<file path="src/hw/rtl/npt_pkg.sv">
// ----------------------------------------------------------------------------
// npt_pkg
// Types and constants shared by the nearest piece table modules.
// ----------------------------------------------------------------------------
package npt_pkg;

    localparam int POS_W  = 24;
    localparam int TAG_W  = 32;
    localparam int DIST_W = 50;
    localparam int THR_W  = 46;
    localparam int RAD_W  = 23;

    // pipeline depth from read issue to rank update
    localparam int DRAIN_CYC = 4;

    localparam logic signed [POS_W:0]   LIGHT_LIFT = 25'sd243;
    localparam logic signed [POS_W:0]   POS_MAX_X  = 25'sd8388607;
    localparam logic [RAD_W-1:0]        RADIUS_RST = 23'd11520;

    localparam logic [1:0] KIND_PLACE   = 2'd0;
    localparam logic [1:0] KIND_REMOVE  = 2'd1;
    localparam logic [1:0] KIND_LIGHTS  = 2'd2;
    localparam logic [1:0] KIND_IGNORED = 2'd3;

    localparam logic [1:0] PT_TORCH = 2'd2;

    localparam logic [2:0] ST_PLACED   = 3'd0;
    localparam logic [2:0] ST_FULL     = 3'd1;
    localparam logic [2:0] ST_REMOVED  = 3'd2;
    localparam logic [2:0] ST_NONE     = 3'd3;
    localparam logic [2:0] ST_LIGHT    = 3'd4;
    localparam logic [2:0] ST_NO_LIGHT = 3'd5;

    typedef enum logic [1:0] {
        S_IDLE,
        S_SCAN,
        S_DRAIN,
        S_RESULT
    } fsm_t;

    typedef struct packed {
        logic [1:0]              kind;
        logic signed [POS_W-1:0] x;
        logic signed [POS_W-1:0] y;
        logic signed [POS_W-1:0] z;
        logic [TAG_W-1:0]        tag;
    } piece_t;

    // travels with each slot read down the pipeline
    typedef struct packed {
        logic vld;
        logic occ;
    } scan_t;

    typedef struct packed {
        logic [DIST_W-1:0]       d;
        logic [TAG_W-1:0]        tag;
        logic signed [POS_W-1:0] x;
        logic signed [POS_W-1:0] y;
        logic signed [POS_W-1:0] z;
    } light_t;

endpackage

</file>
<file path="src/hw/rtl/npt_rank.sv">
// ----------------------------------------------------------------------------
// npt_rank
// Keeps the best remove candidate and a sorted list of nearest torches.
// ----------------------------------------------------------------------------
module npt_rank
    import npt_pkg::*;
#(
    parameter int SLOTS      = 64,
    parameter int MAX_LIGHTS = 8
) (
    input  logic                               aclk,
    input  logic                               aresetn,
    input  logic                               clr,
    input  logic                               mode_lights,
    input  logic [$clog2(MAX_LIGHTS+1)-1:0]    cnt,
    input  logic [THR_W-1:0]                   thr,
    input  scan_t                              in_tag,
    input  logic [$clog2(SLOTS)-1:0]           in_slot,
    input  piece_t                             in_piece,
    input  logic [DIST_W-1:0]                  in_d,
    output logic                               found,
    output logic [$clog2(SLOTS)-1:0]           best_slot,
    output logic [TAG_W-1:0]                   best_tag,
    output logic [$clog2(MAX_LIGHTS+1)-1:0]    n,
    output light_t                             lst [MAX_LIGHTS]
);

    localparam int CNT_W = $clog2(MAX_LIGHTS+1);

    logic                      found_reg;
    logic [$clog2(SLOTS)-1:0]  bslot_reg;
    logic [TAG_W-1:0]          btag_reg;
    logic [DIST_W-1:0]         bd_reg;
    logic [CNT_W-1:0]          n_reg, n_next;
    light_t                    lst_reg [MAX_LIGHTS];

    logic [MAX_LIGHTS-1:0]     le;
    logic [CNT_W-1:0]          p;
    logic                      hit, ins, cand;
    light_t                    new_ent;

    assign new_ent = '{d: in_d, tag: in_piece.tag, x: in_piece.x, y: in_piece.y,
                       z: in_piece.z};

    always_comb begin
        p = '0;
        for (int i = 0; i < MAX_LIGHTS; i++) begin
            le[i] = (CNT_W'(i) < n_reg) &&
                    ((lst_reg[i].d < in_d) ||
                     (lst_reg[i].d == in_d && lst_reg[i].tag <= in_piece.tag));
            p = p + CNT_W'(le[i]);
        end
        hit  = in_tag.vld && in_tag.occ && in_piece.kind == PT_TORCH &&
               in_d < DIST_W'(thr);
        ins  = mode_lights && hit && p < cnt;
        n_next = (ins && n_reg < cnt) ? n_reg + 1'b1 : n_reg;
        cand = !mode_lights && in_tag.vld && in_tag.occ &&
               (in_d < bd_reg ||
                (found_reg && in_d == bd_reg && in_piece.tag < btag_reg));
    end

    always_ff @(posedge aclk) begin
        if (!aresetn) begin
            found_reg <= 1'b0;
            n_reg     <= '0;
        end else if (clr) begin
            found_reg <= 1'b0;
            n_reg     <= '0;
        end else begin
            if (cand) begin
                found_reg <= 1'b1;
            end
            n_reg <= n_next;
        end
    end

    always_ff @(posedge aclk) begin
        if (clr) begin
            bd_reg <= DIST_W'(thr);
        end else if (cand) begin
            bd_reg    <= in_d;
            bslot_reg <= in_slot;
            btag_reg  <= in_piece.tag;
        end
    end

    for (genvar g = 0; g < MAX_LIGHTS; g++) begin : g_ent
        always_ff @(posedge aclk) begin
            if (ins && !le[g]) begin
                if (g == 0) begin
                    lst_reg[g] <= new_ent;
                end else if (le[(g > 0) ? g - 1 : 0]) begin
                    lst_reg[g] <= new_ent;
                end else begin
                    lst_reg[g] <= lst_reg[(g > 0) ? g - 1 : 0];
                end
            end
        end
        assign lst[g] = lst_reg[g];
    end

    assign found     = found_reg;
    assign best_slot = bslot_reg;
    assign best_tag  = btag_reg;
    assign n         = n_reg;

endmodule

</file>
<file path="config.mk">
export PLATFORM = sky130hd
export DESIGN_NAME = npt_rank
export DESIGN_NICKNAME = d
export VERILOG_FILES = /design/src/hw/rtl/npt_pkg.sv /design/src/hw/rtl/npt_rank.sv
export SDC_FILE = /design/constraint.sdc
export NUM_CORES = 2
export LEC_CHECK = 0
export ABC_CLOCK_PERIOD_IN_PS = 17240
export BUFFER_PORTS_ARGS = -buffer_cell sky130_fd_sc_hd__buf_2
export CORE_AREA = 2 2 576 578
export CTS_BUF_LIST = sky130_fd_sc_hd__clkbuf_4 sky130_fd_sc_hd__clkbuf_8 sky130_fd_sc_hd__clkbuf_16
export CTS_CLUSTER_DIAMETER = 150
export DETAILED_ROUTE_END_ITERATION = 8
export DIE_AREA = 0 0 578 580
export PLACE_DENSITY = 0.39
export RECOVER_POWER = 50
export SLEW_MARGIN = 10
export SYNTH_ARGS = -nofsm -noshare
export SYNTH_HDL_FRONTEND = slang
export SYNTH_SLANG_ARGS = --single-unit
</file>
<file path="constraint.sdc">
create_clock -name aclk -period 17.24 [get_ports aclk]
set_clock_uncertainty 0.05 [all_clocks]
set_input_delay 3.448 -clock aclk [delete_from_list [all_inputs] [get_ports aclk]]
set_output_delay 3.448 -clock aclk [all_outputs]
set_load 0.05 [all_outputs]
</file>
Word level (Yosys, flattened, before mapping). Memory sizes are Yosys's and may differ from the RTL's. Index checks and enable logic that the tools add are counted.

Add/subtract/negate cells: 8. Magnitude comparators: 29. Equality and inequality tests: 10. Muxes and demuxes: 53. Bitwise logic cells: 9. Reduce and logical (&&, ||, !) cells: 56.

Operator list (number): 2-to-1 mux 154 bit (7); equality test 50 bit (9); < comparator 50 bit (9); <= comparator 32 bit (8); 2-to-1 mux 46 bit (2); < comparator 50 x 46 -> 1 bit (1); 2-to-1 mux 1 bit (44); logical AND 1 bit (35); < comparator 32 bit (1); adder 4 x 1 -> 4 bit (4); < comparator 3 x 4 -> 1 bit (first input constant) (4); logical NOT 1 bit (9); logical OR 1 bit (9); < comparator 1 x 4 -> 1 bit (first input constant) (2); < comparator 2 x 4 -> 1 bit (first input constant) (2); < comparator 4 bit (2); bitwise OR 1 bit (7); adder 3 x 1 -> 4 bit (1); adder 4 x 1 -> 4 bit (second input constant) (1); adder 2 x 1 -> 3 bit (1); adder 1 x 1 -> 2 bit (1); equality test 2 bit (second input constant) (1); inverter 1 bit (2); AND reduction 2 bit (1); other kinds (2) (2).

Register bits after elaboration: 93. Memory bits (writable): 1232. Input bits: 218. Output and inout port bits: 1275. Logic and storage cells: 172. Memories: 1.

Memory list: lst_reg (depth 8, bits a word 154, rd ports 8, clocked after memory_dff 0, wr ports 8, RTL line npt_rank.sv:35) `light_t lst_reg [MAX_LIGHTS];`.

Depth between registers and ports, before layout. An unclocked memory read counts as a cell.

Word-level depth: 18. Gate-level depth with buffers: 28. Depth with buffers taken out: 25.

Worst setup path after synthesis. No wires, ideal clock.

Path kind: input port to flip-flop. Start point: input port in_piece[30] (netlist bit). End point: memory lst_reg[0][0] (netlist bit), enable pin. Library setup time: 0.670 ns. Arrival: 14.808 ns. Data required time: 16.520 ns. Path slack: 1.712 ns. Stages on the path: 22. Buffers on the path: 0. Cells stage by stage: inv_1 > ha_1 > nand4_1 > or2_2 > or4_1 > or3_1 > o41a_1 > o21ai_0 > fa_1 > inv_1 > fa_1 > inv_1 > fa_1 > ha_1 > a21oi_1 > nor2b_1 > ha_1 > or3_1 > a2111o_1 > a21oi_1 > nand2b_1 > nor2_1.

RTL lines: start, declared (RTL line npt_rank.sv:19) `input piece_t in_piece,`; end, declared (RTL line npt_rank.sv:35).

==> results.sh <==
export IMPL_hp_class="reg -> reg"
export IMPL_port_buffers=1492
export IMPL_grt_max_degree=97
export IMPL_floorplan_initialDensity=0.2170
export IMPL_violations="max-capacitance violations, max-slew violations"
export IMPL_synth_main_ff_cell="edfxtp_1"
export IMPL_cp_slowest_cell="clkbuf_2"
export IMPL_htree_levels=4
export IMPL_first_pass_iters=6
export IMPL_fillerInstances=34700
export IMPL_nets=7622
export IMPL_grt_overflow_total=0
export IMPL_status="finished, violations left"
export IMPL_numCtsBuffers=179
export IMPL_syn_to_final_growth_pct=24.02
export IMPL_ant_nets=0
export IMPL_relSlewSlack=-1.725
export IMPL_viasPerCell=4.709
export IMPL_min_period_ps=15400
export IMPL_multi_input_area_um2=30220
export IMPL_grt_pass1_vias=53010
export IMPL_first_iter_violations=3660
export IMPL_grt_pass1_wl_um=515100
export IMPL_hold_slack_ps=428.7
export IMPL_die_x_um=578
export IMPL_endpoint_kind="flip-flop"
export IMPL_track_usage=0.2270
export IMPL_syn_area_per_cell_um2=14.32
export IMPL_synth_cell_type_count=69
export IMPL_synth_async_sr_flop_share=0
export IMPL_syn_nets=6005
export IMPL_core_um2=329200
export IMPL_synth_edf_count=1316
export IMPL_power_total_mw=7.965
export IMPL_critPathKind="in -> reg"
export IMPL_clock_latency_ps=870
export IMPL_yosysWarnings=0
export IMPL_die_y_um=580
export IMPL_io_pins=1493
export IMPL_cp_arrival_ps=15680
export IMPL_ys_seq_elements=1325
export IMPL_timing_fmax_mhz=64.93
export IMPL_drc=0
export IMPL_finalSetupTns_ps=0
export IMPL_drt_total_wl_um=394300
export IMPL_fin_crit_sh=0.8933
export IMPL_power_density_nw_per_um2=89.90
export IMPL_ctsResizeCount=0
export IMPL_path_clk_slew_ps=60
export IMPL_synth_cells=4990
export IMPL_drt_wirelength_per_cell_um=35.42
export IMPL_drv_slew=570
export IMPL_worst_pin_slew_ps=4088
export IMPL_antenna_found_initial=65
export IMPL_post_cts_buffers=0
export IMPL_clk_path_buf_depth=4
export IMPL_cts_root_buffer="clkbuf_16"
export IMPL_std_cell_rows=211
export IMPL_cp_top_family="buffers and inverters"
export IMPL_postCtsHoldBufs=0
export IMPL_seq_area_frac_synth=0.5557
export IMPL_largest_reg_flops=1232
export IMPL_dp_hpwl_um=308400
export IMPL_path_buf_inv=5
export IMPL_rsz0062_at_grt="false"
export IMPL_path_max_fanout=96
export IMPL_num_vias=52410
export IMPL_die_area_um2=335200
export IMPL_cts_tree="built"
export IMPL_cts_sinks=1325
export IMPL_synthesis_area_um2=71430
export IMPL_cp_cell_sequence="clkbuf_1 -> inv_1 -> ha_1 -> nand4_1 -> nor4_1 -> nand4_1 -> o31ai_1 -> a21oi_1 -> nor2_1 -> fa_1 -> inv_1 -> fa_1 -> inv_1 -> fa_1 -> ha_1 -> a21oi_1 -> nor2b_1 -> ha_1 -> or3_1 -> a2111o_1 -> a21oi_1 -> nand2b_1 -> nor2_4 -> clkbuf_2"
export IMPL_ir_drop_v=0.00009119
export IMPL_routabilityCongestion=0.8885
export IMPL_crit_path_max_incr_delay_ps=2800
export IMPL_hold_viol=0
export IMPL_finish_utilization=0.2691
export IMPL_drive_gt1_frac=0.2206
export IMPL_leakage_nw=32.24
export IMPL_critical_path_startpoint_type="input port"
export IMPL_cap_violations=15
export IMPL_final_seq_area_um2=39700
export IMPL_setup_viol=0
export IMPL_critPathRequiredTime_ps=17520
==> routing by layer <==
layer,vias to the layer above,global-route usage,part of all wire
li1,22840,-,-
met5,-,0,0.00058
met2,1937,0.4022,0.50
met3,478,0.06097,0.075
met1,27120,0.2646,0.39
met4,34,0.06858,0.038
==> worst paths after layout <==
| path | from | to | slack [ps] | depth (start not counted) |
|---|---|---|---|---|
| worst min-delay path | bd_reg[48] | bd_reg[48] | 430 | 2 |
| worst min register to register | bd_reg[48] | bd_reg[48] | 430 | 2 |
| worst max register to register | lst_reg[0][149] | lst_reg[0][547] | 5080 | 22 |
| worst max-delay path | in_d[42] | lst_reg[0][547] | 1840 | 24 |
==> Yosys cell counts, drive strengths merged, types with 8 or more instances <==
library cell	count	area, um2
edfxtp	1316	39520
mux2	1043	11950
ha	793	9922
a21oi	303	1516
inv	275	1032
nand2	203	762.0
o21ai	161	805.8
nand4	155	969.7
a21o	111	833.3
buf	105	563.1
nand3	72	360.4
nor2	66	247.7
nor3	32	160.2
nor2b	31	193.9
clkbuf	26	97.59
o211ai	25	187.7
a211oi	24	180.2
nand2b	24	150.1
nor4	22	137.6
and4	18	157.7
a221oi	15	131.4
mux2i	13	130.1
a2111oi	12	111.4
and2	10	62.56
dfxtp	9	180.2
a31oi	8	50.05
or4	8	60.06
==> where the power goes <==
group | switching [mW] | internal, mW | leakage [nW]
Clock | 1.60 | 2.25 | 2.89
Combinational | 0.338 | 0.216 | 17.4
Sequential | 0.00521 | 3.56 | 11.9
Total | 1.94 | 6.03 | 32.2
==> metrics by stage <==
stage / std cells / cell area, um2 / setup WS, ps
after floorplan: 4990 / 71430 / 1712
after global placement: 10790 / 84560 / 1136
after detailed placement: 10790 / 84580 / 2233
after CTS: 11110 / 90460 / 3203
after global routing: 11120 / 88560 / 1685
final: 11130 / 88590 / 1839
==> cell type report <==
type,count,area share
diodes,20,0.0005649
clock buffers,212,0.05409
clock inverters,106,0.01220
inverters,276,0.01169
multi-input cells,3258,0.3411
flip-flops and latches,1325,0.4481
well taps,4366,0.06166
repair buffers,1567,0.07053
==> kinds of logic after synthesis <==
group,share of synthesized area
AO/OA/AOI/OAI,0.06223
XOR/XNOR,0.0004905
adder cells (fa/ha/maj),0.1400
buffers and inverters,0.02375
flip-flops,0.5557
multiplexers,0.1691
AND/OR/NAND/NOR,0.04862
==> cells in the final DEF, fill, tap and decap left out, drive strengths merged, types with 8 or more instances in the layout <==
| cell type | instances |
|---|---|
| ha | 793 |
| and2 | 10 |
| clkinv | 75 |
| a2111oi | 12 |
| and4 | 18 |
| edfxtp | 1316 |
| nand3 | 72 |
| clkinvlp | 9 |
| bufinv | 18 |
| nand2 | 203 |
| a31oi | 8 |
| a221oi | 15 |
| a211oi | 24 |
| nor4 | 22 |
| a21o | 111 |
| buf | 123 |
| diode | 20 |
| clkbuf | 1656 |
| nor2b | 31 |
| nand2b | 24 |
| dfxtp | 9 |
| nand4 | 155 |
| o211ai | 25 |
| a21oi | 303 |
| mux2 | 1043 |
| o21ai | 161 |
| nor2 | 66 |
| or4 | 8 |
| nor3 | 32 |
| mux2i | 13 |
| inv | 280 |
==> worst min-delay path, stage by stage, from the launching register on <==
cell	delay [ps]
dfxtp_1	310
nand2b_1	60
mux2i_1	60
Power figures use the tool's default switching activity.
